### src/rtl/core/jsu_pkg.sv
// ----------------------------------------------------------------------------
// jsu_pkg
// Shared types and codes of the json string unescaper: the status codes and
// the descriptor that travels from the classifier to the byte sequencer.
// ----------------------------------------------------------------------------
package jsu_pkg;

  // code point width, enough for U+10FFFF
  localparam int CP_W = 21;

  // end-of-string status codes
  localparam logic [2:0] ST_OK      = 3'd0;
  localparam logic [2:0] ST_NOQUOTE = 3'd1;
  localparam logic [2:0] ST_UNCLOSE = 3'd2;
  localparam logic [2:0] ST_ESCEND  = 3'd3;
  localparam logic [2:0] ST_BADHEX  = 3'd4;
  localparam logic [2:0] ST_BADESC  = 3'd5;
  localparam logic [2:0] ST_CTRL    = 3'd6;

  // replacement character
  localparam logic [CP_W-1:0] CP_REPL = 21'h00FFFD;

  // work caused by one input item: up to two code points, then an optional status
  typedef struct packed {
    logic [CP_W-1:0] cp0;
    logic            raw0;
    logic [CP_W-1:0] cp1;
    logic            raw1;
    logic [1:0]      n_cp;
    logic            fin;
    logic [2:0]      st;
  } desc_t;

endpackage

### src/rtl/core/jsu_front.sv
// ----------------------------------------------------------------------------
// jsu_front
// Classifier: one byte per cycle while the queue has room; advances the string
// parser state and builds a descriptor of the byte's code points and status.
// ----------------------------------------------------------------------------
module jsu_front (
  input  logic          clk,
  input  logic          rst,
  input  logic          in_valid,
  output logic          in_ready,
  input  logic [7:0]    in_byte,
  input  logic          end_of_input,
  input  logic          q_full,
  output logic          push,
  output jsu_pkg::desc_t push_desc
);

  // parser phases
  localparam logic [2:0] PH_IDLE     = 3'd0;
  localparam logic [2:0] PH_STR      = 3'd1;
  localparam logic [2:0] PH_ESC      = 3'd2;
  localparam logic [2:0] PH_HEX      = 3'd3;
  localparam logic [2:0] PH_HELD     = 3'd4;
  localparam logic [2:0] PH_HELD_ESC = 3'd5;
  localparam logic [2:0] PH_HEX2     = 3'd6;

  // characters of interest
  localparam logic [7:0] CH_QUOTE = 8'h22;
  localparam logic [7:0] CH_BSL   = 8'h5C;
  localparam logic [7:0] CH_SLASH = 8'h2F;
  localparam logic [7:0] CH_B     = 8'h62;
  localparam logic [7:0] CH_F     = 8'h66;
  localparam logic [7:0] CH_N     = 8'h6E;
  localparam logic [7:0] CH_R     = 8'h72;
  localparam logic [7:0] CH_T     = 8'h74;
  localparam logic [7:0] CH_U     = 8'h75;
  localparam logic [7:0] CH_SPACE = 8'h20;

  typedef struct packed {
    logic [2:0]     phase;
    logic [15:0]    cu;
    logic [1:0]     dc;
    logic [9:0]     hh;
    jsu_pkg::desc_t d;
  } work_t;

  logic [2:0]  phase;
  logic [15:0] code_unit;
  logic [1:0]  digit_count;
  logic [9:0]  held_high_half;
  work_t       w_in;
  work_t       w_out;

  // append a code point to the descriptor
  function automatic work_t add_cp(work_t w, logic [jsu_pkg::CP_W-1:0] cp, logic raw);
    work_t r;
    r = w;
    if (w.d.n_cp == 2'd0) begin
      r.d.cp0  = cp;
      r.d.raw0 = raw;
    end else begin
      r.d.cp1  = cp;
      r.d.raw1 = raw;
    end
    r.d.n_cp = w.d.n_cp + 2'd1;
    return r;
  endfunction

  function automatic work_t finish(work_t w, logic [2:0] st);
    work_t r;
    r = w;
    r.d.fin = 1'b1;
    r.d.st  = st;
    r.phase = PH_IDLE;
    return r;
  endfunction

  // {valid, value} of a hex digit
  function automatic logic [4:0] hex_value(logic [7:0] c);
    logic [4:0] r;
    r = 5'd0;
    if (c >= 8'h30 && c <= 8'h39) r = {1'b1, 4'(c - 8'h30)};
    else if (c >= 8'h61 && c <= 8'h66) r = {1'b1, 4'(c - 8'h57)};
    else if (c >= 8'h41 && c <= 8'h46) r = {1'b1, 4'(c - 8'h37)};
    return r;
  endfunction

  function automatic work_t content(work_t w, logic [7:0] c);
    work_t r;
    r = w;
    if (c == CH_QUOTE) r = finish(w, jsu_pkg::ST_OK);
    else if (c == CH_BSL) r.phase = PH_ESC;
    else if (c < CH_SPACE) r = finish(w, jsu_pkg::ST_CTRL);
    else begin
      r = add_cp(w, {13'd0, c}, 1'b1);
      r.phase = PH_STR;
    end
    return r;
  endfunction

  function automatic work_t escape(work_t w, logic [7:0] c);
    work_t      r;
    logic [7:0] v;
    logic       ok;
    r  = w;
    v  = c;
    ok = 1'b1;
    case (c)
      CH_QUOTE, CH_BSL, CH_SLASH: v = c;
      CH_B: v = 8'h08;
      CH_F: v = 8'h0C;
      CH_N: v = 8'h0A;
      CH_R: v = 8'h0D;
      CH_T: v = 8'h09;
      default: ok = 1'b0;
    endcase
    if (c == CH_U) begin
      r.phase = PH_HEX;
      r.cu    = 16'd0;
      r.dc    = 2'd0;
    end else if (!ok) begin
      r = finish(w, jsu_pkg::ST_BADESC);
    end else begin
      r = add_cp(w, {13'd0, v}, 1'b0);
      r.phase = PH_STR;
    end
    return r;
  endfunction

  function automatic work_t unit_alone(work_t w, logic [15:0] cu);
    work_t r;
    r = w;
    if (cu[15:10] == 6'b110110) begin
      r.hh    = cu[9:0];
      r.phase = PH_HELD;
    end else begin
      if (cu[15:10] == 6'b110111) r = add_cp(w, jsu_pkg::CP_REPL, 1'b0);
      else r = add_cp(w, {5'd0, cu}, 1'b0);
      r.phase = PH_STR;
    end
    return r;
  endfunction

  function automatic work_t unit_second(work_t w, logic [15:0] cu);
    work_t r;
    if (cu[15:10] == 6'b110111) begin
      r = add_cp(w, 21'h010000 + {1'b0, w.hh, cu[9:0]}, 1'b0);
      r.phase = PH_STR;
    end else begin
      r = add_cp(w, jsu_pkg::CP_REPL, 1'b0);
      r = unit_alone(r, cu);
    end
    return r;
  endfunction

  function automatic work_t hex(work_t w, logic [7:0] c, logic second);
    work_t      r;
    logic [4:0] hv;
    r  = w;
    hv = hex_value(c);
    if (!hv[4]) begin
      if (second) r = add_cp(r, jsu_pkg::CP_REPL, 1'b0);
      r = finish(r, jsu_pkg::ST_BADHEX);
    end else begin
      r.cu = {w.cu[11:0], hv[3:0]};
      if (w.dc == 2'd3) begin
        r.dc = 2'd0;
        if (second) r = unit_second(r, r.cu);
        else r = unit_alone(r, r.cu);
      end else begin
        r.dc = w.dc + 2'd1;
      end
    end
    return r;
  endfunction

  // current state into the work record
  always_comb begin
    w_in       = '0;
    w_in.phase = phase;
    w_in.cu    = code_unit;
    w_in.dc    = digit_count;
    w_in.hh    = held_high_half;
  end

  // one byte through the parser, then end-of-input handling
  always_comb begin
    work_t w;
    w = w_in;
    case (phase)
      PH_STR: w = content(w, in_byte);
      PH_ESC: w = escape(w, in_byte);
      PH_HEX: w = hex(w, in_byte, 1'b0);
      PH_HELD: begin
        if (in_byte == CH_BSL) w.phase = PH_HELD_ESC;
        else w = content(add_cp(w, jsu_pkg::CP_REPL, 1'b0), in_byte);
      end
      PH_HELD_ESC: begin
        if (in_byte == CH_U) begin
          w.phase = PH_HEX2;
          w.cu    = 16'd0;
          w.dc    = 2'd0;
        end else begin
          w = escape(add_cp(w, jsu_pkg::CP_REPL, 1'b0), in_byte);
        end
      end
      PH_HEX2: w = hex(w, in_byte, 1'b1);
      default: begin
        if (in_byte == CH_QUOTE) w.phase = PH_STR;
        else w = finish(w, jsu_pkg::ST_NOQUOTE);
      end
    endcase
    if (end_of_input) begin
      case (w.phase)
        PH_STR: w = finish(w, jsu_pkg::ST_UNCLOSE);
        PH_ESC: w = finish(w, jsu_pkg::ST_ESCEND);
        PH_HEX: w = finish(w, jsu_pkg::ST_BADHEX);
        PH_HELD: w = finish(add_cp(w, jsu_pkg::CP_REPL, 1'b0), jsu_pkg::ST_UNCLOSE);
        PH_HELD_ESC: w = finish(add_cp(w, jsu_pkg::CP_REPL, 1'b0), jsu_pkg::ST_ESCEND);
        PH_HEX2: w = finish(add_cp(w, jsu_pkg::CP_REPL, 1'b0), jsu_pkg::ST_BADHEX);
        default: w.phase = PH_IDLE;
      endcase
    end
    w_out = w;
  end

  // handshake and queue push
  assign in_ready  = !q_full;
  assign push_desc = w_out.d;
  assign push      = in_valid && in_ready && (w_out.d.fin || (w_out.d.n_cp != 2'd0));

  // parser state
  always_ff @(posedge clk) begin
    if (rst) begin
      phase          <= PH_IDLE;
      code_unit      <= 16'd0;
      digit_count    <= 2'd0;
      held_high_half <= 10'd0;
    end else if (in_valid && in_ready) begin
      phase          <= w_out.phase;
      code_unit      <= w_out.cu;
      digit_count    <= w_out.dc;
      held_high_half <= w_out.hh;
    end
  end

endmodule

### src/rtl/core/jsu_fifo.sv
// ----------------------------------------------------------------------------
// jsu_fifo
// Descriptor queue between the classifier and the byte sequencer.
// ----------------------------------------------------------------------------
module jsu_fifo #(
  parameter int DEPTH = 4
) (
  input  logic           clk,
  input  logic           rst,
  input  logic           push,
  input  jsu_pkg::desc_t push_desc,
  output logic           full,
  input  logic           pop,
  output logic           not_empty,
  output jsu_pkg::desc_t head
);

  localparam int PW = (DEPTH > 1) ? $clog2(DEPTH) : 1;
  localparam int CW = $clog2(DEPTH + 1);

  jsu_pkg::desc_t   slots [DEPTH];
  logic [PW-1:0]    wr_ptr;
  logic [PW-1:0]    rd_ptr;
  logic [CW-1:0]    count;

  assign full      = (count == CW'(DEPTH));
  assign not_empty = (count != '0);
  assign head      = slots[rd_ptr];

  // storage
  always_ff @(posedge clk) begin
    if (push) slots[wr_ptr] <= push_desc;
  end

  // pointers and fill count
  always_ff @(posedge clk) begin
    if (rst) begin
      wr_ptr <= '0;
      rd_ptr <= '0;
      count  <= '0;
    end else begin
      if (push) wr_ptr <= (wr_ptr == PW'(DEPTH - 1)) ? '0 : wr_ptr + PW'(1);
      if (pop)  rd_ptr <= (rd_ptr == PW'(DEPTH - 1)) ? '0 : rd_ptr + PW'(1);
      if (push && !pop) count <= count + CW'(1);
      else if (pop && !push) count <= count - CW'(1);
    end
  end

endmodule

### src/rtl/core/jsu_back.sv
// ----------------------------------------------------------------------------
// jsu_back
// Byte sequencer: walks a descriptor into an output register, one result per
// cycle when the output is taken: UTF-8 code points, then any status result.
// ----------------------------------------------------------------------------
module jsu_back (
  input  logic           clk,
  input  logic           rst,
  input  logic           q_not_empty,
  input  jsu_pkg::desc_t q_head,
  output logic           pop,
  output logic           out_valid,
  input  logic           out_ready,
  output logic [7:0]     out_byte,
  output logic           kind,
  output logic [2:0]     status,
  output logic           last_of_run
);

  jsu_pkg::desc_t cur;
  logic           cur_valid;
  logic [2:0]     idx;
  logic [2:0]     len0;
  logic [2:0]     len1;
  logic [3:0]     total;
  logic [3:0]     i4;
  logic [3:0]     k1;
  logic           advance;
  logic           is_last;
  logic [7:0]     byte_sel;
  logic           kind_sel;

  // utf-8 length of one entry
  function automatic logic [2:0] utf8_len(logic [jsu_pkg::CP_W-1:0] cp, logic raw);
    logic [2:0] r;
    if (raw || cp < 21'h80) r = 3'd1;
    else if (cp < 21'h800) r = 3'd2;
    else if (cp < 21'h10000) r = 3'd3;
    else r = 3'd4;
    return r;
  endfunction

  // byte k of the utf-8 form of one entry
  function automatic logic [7:0] utf8_byte(logic [jsu_pkg::CP_W-1:0] cp, logic raw,
                                           logic [1:0] k);
    logic [7:0] r;
    logic [2:0] n;
    n = utf8_len(cp, raw);
    r = cp[7:0];
    case (n)
      3'd2: r = (k == 2'd0) ? {3'b110, cp[10:6]} : {2'b10, cp[5:0]};
      3'd3: begin
        case (k)
          2'd0: r = {4'b1110, cp[15:12]};
          2'd1: r = {2'b10, cp[11:6]};
          default: r = {2'b10, cp[5:0]};
        endcase
      end
      3'd4: begin
        case (k)
          2'd0: r = {5'b11110, cp[20:18]};
          2'd1: r = {2'b10, cp[17:12]};
          2'd2: r = {2'b10, cp[11:6]};
          default: r = {2'b10, cp[5:0]};
        endcase
      end
      default: r = cp[7:0];
    endcase
    return r;
  endfunction

  // result sequence of the current descriptor
  always_comb begin
    len0  = (cur.n_cp != 2'd0) ? utf8_len(cur.cp0, cur.raw0) : 3'd0;
    len1  = (cur.n_cp == 2'd2) ? utf8_len(cur.cp1, cur.raw1) : 3'd0;
    total = {1'b0, len0} + {1'b0, len1} + {3'd0, cur.fin};
    i4    = {1'b0, idx};
    k1    = i4 - {1'b0, len0};
    is_last = (i4 == total - 4'd1);
    if (i4 < {1'b0, len0}) begin
      byte_sel = utf8_byte(cur.cp0, cur.raw0, idx[1:0]);
      kind_sel = 1'b0;
    end else if (i4 < {1'b0, len0} + {1'b0, len1}) begin
      byte_sel = utf8_byte(cur.cp1, cur.raw1, k1[1:0]);
      kind_sel = 1'b0;
    end else begin
      byte_sel = 8'd0;
      kind_sel = 1'b1;
    end
  end

  assign advance = cur_valid && (!out_valid || out_ready);
  assign pop     = q_not_empty && (!cur_valid || (advance && is_last));

  // descriptor walk
  always_ff @(posedge clk) begin
    if (rst) begin
      cur_valid <= 1'b0;
      idx       <= 3'd0;
    end else if (pop) begin
      cur_valid <= 1'b1;
      idx       <= 3'd0;
    end else if (advance) begin
      if (is_last) cur_valid <= 1'b0;
      idx <= idx + 3'd1;
    end
  end

  always_ff @(posedge clk) begin
    if (pop) cur <= q_head;
  end

  // output register
  always_ff @(posedge clk) begin
    if (rst) begin
      out_valid <= 1'b0;
    end else if (advance) begin
      out_valid <= 1'b1;
    end else if (out_ready) begin
      out_valid <= 1'b0;
    end
  end

  always_ff @(posedge clk) begin
    if (advance) begin
      out_byte    <= byte_sel;
      kind        <= kind_sel;
      status      <= kind_sel ? cur.st : 3'd0;
      last_of_run <= is_last;
    end
  end

  // checks
  a_pop_nonempty: assert property (@(posedge clk) disable iff (rst)
    pop |-> q_not_empty)
    else $error("pop from an empty queue");

  a_head_has_work: assert property (@(posedge clk) disable iff (rst)
    pop |-> (q_head.fin || q_head.n_cp != 2'd0))
    else $error("descriptor without results");

  a_idx_in_range: assert property (@(posedge clk) disable iff (rst)
    cur_valid |-> (i4 < total))
    else $error("sequencer index past end of descriptor");

  a_status_last: assert property (@(posedge clk) disable iff (rst)
    (advance && kind_sel) |-> is_last)
    else $error("status result not last of its run");

endmodule

### src/rtl/core/json_string_unescape_utf8_core.sv
// ----------------------------------------------------------------------------
// json_string_unescape_utf8_core
// JSON string literal unescaper with UTF-8 output and end-of-string status.
// ----------------------------------------------------------------------------
// One input byte is accepted per cycle while the descriptor queue has room;
// the classifier settles each byte, escapes and surrogate pairs included, in
// that cycle. Results leave the byte sequencer one per cycle while the output
// is taken, so an item that causes n results (at most 8) keeps the output busy
// for all n, and the QUEUE_DEPTH-entry queue absorbs those bursts. An item
// with no result costs the output side nothing. The first result of an item
// goes through a queue slot, the descriptor register and the output register.
module json_string_unescape_utf8_core #(
  parameter int QUEUE_DEPTH = 4
) (
  input  logic       clk,
  input  logic       rst,
  input  logic       in_valid,
  output logic       in_ready,
  input  logic [7:0] in_byte,
  input  logic       end_of_input,
  output logic       out_valid,
  input  logic       out_ready,
  output logic [7:0] out_byte,
  output logic       kind,
  output logic [2:0] status,
  output logic       last_of_run
);

  logic           q_full;
  logic           q_push;
  logic           q_pop;
  logic           q_not_empty;
  jsu_pkg::desc_t push_desc;
  jsu_pkg::desc_t q_head;

  // classifier
  jsu_front u_front (
    .clk          (clk),
    .rst          (rst),
    .in_valid     (in_valid),
    .in_ready     (in_ready),
    .in_byte      (in_byte),
    .end_of_input (end_of_input),
    .q_full       (q_full),
    .push         (q_push),
    .push_desc    (push_desc)
  );

  // descriptor queue
  jsu_fifo #(.DEPTH(QUEUE_DEPTH)) u_fifo (
    .clk       (clk),
    .rst       (rst),
    .push      (q_push),
    .push_desc (push_desc),
    .full      (q_full),
    .pop       (q_pop),
    .not_empty (q_not_empty),
    .head      (q_head)
  );

  // byte sequencer
  jsu_back u_back (
    .clk         (clk),
    .rst         (rst),
    .q_not_empty (q_not_empty),
    .q_head      (q_head),
    .pop         (q_pop),
    .out_valid   (out_valid),
    .out_ready   (out_ready),
    .out_byte    (out_byte),
    .kind        (kind),
    .status      (status),
    .last_of_run (last_of_run)
  );

endmodule
### config.mk
export PLATFORM = sky130hd
export DESIGN_NAME = json_string_unescape_utf8_core
export DESIGN_NICKNAME = d
export VERILOG_FILES = /design/src/rtl/core/jsu_pkg.sv /design/src/rtl/core/jsu_front.sv /design/src/rtl/core/jsu_fifo.sv /design/src/rtl/core/jsu_back.sv /design/src/rtl/core/json_string_unescape_utf8_core.sv
export SDC_FILE = /design/constraint.sdc
export NUM_CORES = 1
export LEC_CHECK = 0
export BUFFER_PORTS_ARGS = -buffer_cell sky130_fd_sc_hd__buf_2
export CELL_PAD_IN_SITES_DETAIL_PLACEMENT = 1
export CELL_PAD_IN_SITES_GLOBAL_PLACEMENT = 1
export CORE_MARGIN = 2
export CORE_UTILIZATION = 40
export CTS_CLUSTER_DIAMETER = 30
export DETAILED_ROUTE_END_ITERATION = 16
export PLACE_DENSITY_LB_ADDON = 0.15
export SYNTH_ARGS = -nofsm -noshare
export SYNTH_HDL_FRONTEND = slang
export SYNTH_HIERARCHICAL = 1
export SYNTH_SLANG_ARGS = --single-unit
### constraint.sdc
create_clock -name clk -period 11.3 [get_ports clk]
set_clock_uncertainty 0.05 [all_clocks]
set_input_delay 2.26 -clock clk [delete_from_list [all_inputs] [get_ports clk]]
set_output_delay 2.26 -clock clk [all_outputs]
set_load 0.01 [all_outputs]
======== Word level (Yosys, flattened, before mapping) ========
Memories as Yosys holds them, arrays and structs flattened. A register that Yosys moved wholly into a read port is not among the register bits.
Cells that the tools add are included.
cells by class
  add/subtract/negate cells ............... 15
  $lt $le $gt $ge ......................... 15
  eq/ne operators ......................... 39
  mux-type cells .......................... 80
  reduce and logical (&&, ||, !) cells .... 33
operator list
  operator                number
  $pmux 81 s6             1
  $mux 81                 5
  $mux 79                 5
  $pmux 50 s6             1
  $mux 60                 4
  $mux 78                 2
  $mux 45                 2
  $eq 8x7->1 const B      7
  $mux 3                  16
  $pmux 8 s3              2
  $mux 22                 2
  $lt 21x12->1 const B    2
  $lt 21x17->1 const B    2
  $lt 21x8->1 const B     2
  $pmux 7 s3              2
  $pmux 8 s5              1
  $mux 19                 2
  $pmux 7 s2              2
  $eq 3x3->1 const B      9
  $mux 5                  5
  $eq 3x2->1 const B      8
  $mux 23                 1
  $add 17x20->21 const A  1
  $mux 21                 1
  37 further kinds        97
word-level totals
  register bits after elaboration ......... 56
  memory bits (writable) .................. 200
  bits of input ports ..................... 13
  memories kept ........................... 1
memory list
  name          depth  bits a word  rd ports  clocked after Yosys merged registers in  wr ports  line            RTL
  u_fifo.slots  4      50           1         1                                        1         jsu_fifo.sv:21  jsu_pkg::desc_t slots [DEPTH];

======== Logic depth before layout (Yosys ltp) ========
  depth in word-level cells ............... 22
  depth in mapped cells ................... 20

======== Cells and area by module ========
The synthesis kept the hierarchy.
modules (own cells, without submodules)
  module     instances  cells each  area an instance (um^2)  sequential area each (um^2)
  jsu_fifo   1          306         7713.6                   6185.9
  jsu_back   1          337         3832.4                   1991.9
  jsu_front  1          445         3078.0                   540.5

======== Least setup slack after synthesis ========
OpenSTA, ideal clock, no wires.
  path kind ............................... register to register
  from .................................... register, netlist name u_back/cur[21]
  to ...................................... register u_fifo.count[2]
  setup time .............................. 0.070 ns
  data arrival time ....................... 8.415 ns
  required time ........................... 11.180 ns
  setup slack ............................. 2.765 ns
  stages on the path, launching flop included .. 20
  buffers on the path ..................... 0
  period minus slack after synthesis ...... 8.535 ns
  cells stage by stage .................... edfxtp_1 or4_4 nor2_1 a31oi_1 a21oi_1 ha_1 inv_1 fa_1 ha_1 xnor2_1 nor2_1 a31oi_1 a21boi_0 inv_1 ha_1 inv_1 fa_1 xor2_1 or3_1 a21oi_1
on the way
  word-level cells in the longest chain between the ends .. 15
RTL lines
  element                                             line                                  RTL
  $lt 21x17->1                                        jsu_back.sv:38                        else if (cp < 21'h10000) r = 3'd3;
  $mux 3                                              jsu_back.sv:38
  $mux 3                                              jsu_back.sv:37                        else if (cp < 21'h800) r = 3'd2;
  $mux 3 (*)                                          jsu_back.sv:36                        if (raw || cp < 21'h80) r = 3'd1;
  $mux 3 (*)                                          jsu_back.sv:75                        len1 = (cur.n_cp == 2'd2) ? utf8_len(cur.cp1, cur.raw1) : 3'd0;
  $add 3x3->4 (*)                                     jsu_back.sv:76                        total = {1'b0, len0} + {1'b0, len1} + {3'd0, cur.fin};
  $add 4x1->4 (*)                                     jsu_back.sv:76
  $sub 4x1->4 (*)                                     jsu_back.sv:79                        is_last = (i4 == total - 4'd1);
  $eq 3x4->1 (*)                                      jsu_back.sv:79
  $logic_and 1x1->1 (*)                               jsu_back.sv:93                        assign pop = q_not_empty && (!cur_valid || (advance && is_last));
  $logic_or 1x1->1 (*)                                jsu_back.sv:93
  $logic_and 1x1->1 (*)                               jsu_back.sv:93
  via q_pop                                           json_string_unescape_utf8_core.sv:31  logic q_pop;
  $logic_not 1->1                                     jsu_fifo.sv:44                        if (push && !pop) count <= count + CW'(1);
  $logic_and 1x1->1                                   jsu_fifo.sv:44
  $mux 3 / $reduce_bool 2->1 (equally long branches)  --
  to (signal assigned)                                jsu_fifo.sv:44
  to (signal assigned)                                jsu_fifo.sv:45                        else if (pop && !push) count <= count - CW'(1);
  to (decl)                                           jsu_fifo.sv:24                        logic [CW-1:0] count;
Mark *: on every way through the listed nets, which the timed path passes. The rest lies on a longest branch.
A chain may end at the register's enable or synchronous reset.

======== Final worst setup path ========
  from .................................... input in_byte[0]
  to ...................................... register u_fifo.count[2]
on the way
  word-level cells in the longest chain between the ends .. 17
RTL lines
  element                                                      line                                  RTL
  from (decl)                                                  json_string_unescape_utf8_core.sv:19  input logic [7:0] in_byte,
  $ge 8x7->1, or another cell as far along                     jsu_front.sv:84                       else if (c >= 8'h41 && c <= 8'h46) r = {1'b1, 4'(c - 8'h37)};
  $logic_and 1x1->1 / $reduce_or 8->1 (equally long branches)  --
  $mux 5 / $mux 1 (equally long branches)                      jsu_front.sv:84, jsu_front.sv:108
  $mux 5 / $mux 1 (equally long branches)                      jsu_front.sv:83, jsu_front.sv:199
  $mux 5 / $mux 1 (equally long branches)                      jsu_front.sv:82, jsu_front.sv:190
  $mux 5 / $mux 79 (equally long branches)                     jsu_front.sv:190, jsu_front.sv:121
  $mux 81, or another cell as far along                        jsu_front.sv:161                      if (!hv[4]) begin
  $pmux 81 s6 (*)                                              jsu_front.sv:190                      case (phase)
  [... 2 more ...]                                             --
  $mux 81 (*)                                                  jsu_front.sv:213                      if (end_of_input) begin
  $reduce_bool 2->1                                            jsu_front.sv:230                      assign push = in_valid && in_ready && (w_out.d.fin || (w_out.d.n_cp != 2'd0));
  $logic_or 1x1->1 (*)                                         jsu_front.sv:230
  $logic_and 1x1->1 (*)                                        jsu_front.sv:230
  via q_push                                                   json_string_unescape_utf8_core.sv:30  logic q_push;
  $logic_not 1->1                                              jsu_fifo.sv:45
  $logic_and 1x1->1                                            jsu_fifo.sv:45
  $reduce_bool 2->1 (no line)                                  --
Mark *: on every way through the listed nets, which the timed path passes. The rest lies on a longest branch. The select of a mux whose other input is x is not followed.

==> results.ini <==
[timing]
timing.hold.ws_ns=0.4156
worst_pin_slew_ns=0.9822
final-max-slew-violation-count=0
finalCritPeriodShare=0.5621
slew_headroom=0.3421
fin_crit_ns=6.351
rsz0062_at_grt=no
setup-tns-final_ns=0
max_freq_ghz=0.1574
finalSetupViolations=0
hold_viol_final=0

[critical_path]
critPathCaptureType=flop
path_cells=buf_2 > inv_1 > ha_1 > o21bai_1 > a21oi_1 > o21ai_1 > o22ai_1 > a211oi_1 > a21oi_1 > a31oi_1 > ha_1 > inv_1 > fa_1 > xor2_1 > or3_1 > a21oi_1
slowest_stage=a31oi_1
cp_common_cell=a21oi_1
cp-start-kind=primary input
cp_data_arrival_time_ns=6.75
crit_required_ns=11.70
criticalPathCategory=primary input to flop
max_stage_delay_ns=0.74
path_max_fanout=13

[placement]
dp_hpwl_um=25210
gp_congestion=0.8817
io_buffers=27

[logic_synthesis]
synth-main-ff-cell=edfxtp_1
synth-seq-cells=304
yosys.cell_types.count=92
synthesis.area_um2=14620
synthCells=1088
syn-mean-instance-area_um2=13.44
ys_warn_count=6
synth-edff-count=263
seq_area_frac_synth=0.5962
ys_async_sr_fraction=0

[clocking]
cts_resized=0
clock_latency_ns=0.56
cts_sinks=304
post-cts-setup-buffers=0
cts_tree=built
postCtsHoldBufs=0
cts_max_level=3
root_buffer=clkbuf_16
numCtsBuffers=70
path_clk_slew_ns=0.04
clock_path_buffers=3

[power]
p_leak_nw=6.030
power_density_nw_per_um2=285.4
vdd_drop_max_uv=120.0

[floorplan]
die_h_um=195.2
core_um2=36350
die_x_um=195.2
design.die.area_um2=38110
start_util=0.4023
ios=28
rows=70

[grt]
grt_util_met3=0.04145
use_met1=0.2634
grt_pass1_wl_um=57640
grt_overflow=0
grt_max_degree=56
antenna_found_initial=0
gr-max-usage-layer=met2
grt_pass1_vias=9588
grt_use_total=0.1991
grt_use_met2=0.3167

[job]
max_cap_viol_count=0

[min_path]
hp-class=flop to flop

[layout]
n_antenna_cell=0
seq_area_um2=8723
drive_gt1_frac=0.2076
multi_input_area_um2=5117
nets=1141
final_common_cell=edfxtp_1
final_cell_mix=edfxtp_1, nand2_1, clkbuf_16, nor2_1, a21oi_1
area_delta_synth_final_pct=17.54
fillers=3625

[route]
drc=0
detail_route.wl_per_cell_um=22.77
viasPerCell=5.643
vias=9136
ant_nets=0
wirelength_um=36870
first_pass_iters=6
drt_iter0_drc=593

[status]
outcome=finished clean

-- power breakdown --
| part | switching [W] | total (W) | internal, W |
|---|---|---|---|
| logic | 0.000708 | 0.00118 | 0.000472 |
| registers | 0.000159 | 0.00167 | 0.00151 |
| clock network | 0.000604 | 0.00205 | 0.00145 |
| total | 0.00147 | 0.00491 | 0.00343 |
-- Yosys cell counts, drive strengths merged, types with 5 or more instances --
library cell	number	share of area
a31oi	9	0.0038
inv	28	0.0072
nor2b	12	0.0051
and2	11	0.0047
nand2b	14	0.0060
a221oi	6	0.0056
xor2	7	0.0047
o21ai	52	0.018
a211oi	10	0.0051
ha	28	0.024
dfxtp	41	0.056
a211o	5	0.0030
xnor2	8	0.0053
o32ai	6	0.0036
or3	10	0.0043
clkbuf	28	0.0073
o2111ai	9	0.0058
a21oi	54	0.019
nand2	87	0.023
nor3b	6	0.0031
nand3	34	0.012
buf	76	0.042
mux4	50	0.077
a32oi	5	0.0043
o211ai	6	0.0038
nor2	69	0.018
edfxtp	263	0.54
nand4	6	0.0026
a22oi	14	0.0072
nor4	7	0.0034
mux2i	21	0.014
nor3	23	0.0090
-- worst max-delay path: cells and delay by family --
kind                     cells  cell delay [ns]
AO/OA/AOI/OAI                8             2.57
adder cells (fa/ha/maj)      3             0.99
buffers and inverters        3             0.43
AND/OR/NAND/NOR              1             0.33
XOR/XNOR                     1             0.16
-- per-stage QoR --
step           setup slack, ns  power (W)  cell area [um2]  instances    util
3_5_place_dp             4.438   0.002888            14750       1494  0.4058
3_3_place_gp             4.518   0.002868            14750       1494  0.4058
2_1_floorplan            2.765   0.002555            14640       1092       -
6_report                 4.949   0.004905            17190       1619  0.4729
4_1_cts                  4.959   0.004969            17190       1619  0.4729
5_1_grt                  4.656   0.005157            17190       1619  0.4729
-- final cells by class --
type,count,share of cell area
Clock inverter,40,0.03064
Inverter,28,0.006114
Multi-Input combinational cell,656,0.2977
Tap cell,468,0.03407
Clock buffer,85,0.1113
Sequential cell,304,0.5075
Timing Repair Buffer,38,0.01267
-- state kept, by name, indices dropped and copies added (netlist names), named ones only --
register and count:
u_back/cur 50, u_back/cur_valid 1, u_back/idx 3, u_back/kind 1
u_back/last_of_run 1, u_back/out_byte 8, u_back/out_valid 1, u_back/status 3
u_fifo/count 3, u_fifo/rd_ptr 2, u_fifo/slots 200, u_fifo/wr_ptr 2
u_front/code_unit 12, u_front/digit_count 2, u_front/held_high_half 10, u_front/phase 3
-- cell families after synthesis --
group                      after synthesis  synth area share
AOI/OAI and AO/OA                      225            0.1099
xor gates and xnor gates                15           0.01001
muxes                                   75           0.09446
buffers and inverters                  132           0.05604
and+or+nand+nor                        305            0.1058
other                                    1         0.0002564
DFF                                    304            0.5962
adders and majority gates               31           0.02738
-- routing by layer --
metal  share of wire  vias to the layer above
met5               0                        -
met3           0.043                       75
met4           0.033                        0
li1                -                     4216
met2            0.47                      228
met1            0.45                     4617
-- final timing paths --
path	start	end	slack, ns	depth (start not counted)
worst max-delay path	in_byte[0]	u_fifo/count[2]	4.95	16
worst min register to register	u_front/digit_count[1]	u_front/digit_count[1]	0.42	2
worst max register to register	u_back/cur[26]	u_fifo/count[2]	5.53	19
worst min-delay path	u_front/digit_count[1]	u_front/digit_count[1]	0.42	2
Note: power is estimated with default switching activity, not from simulation.
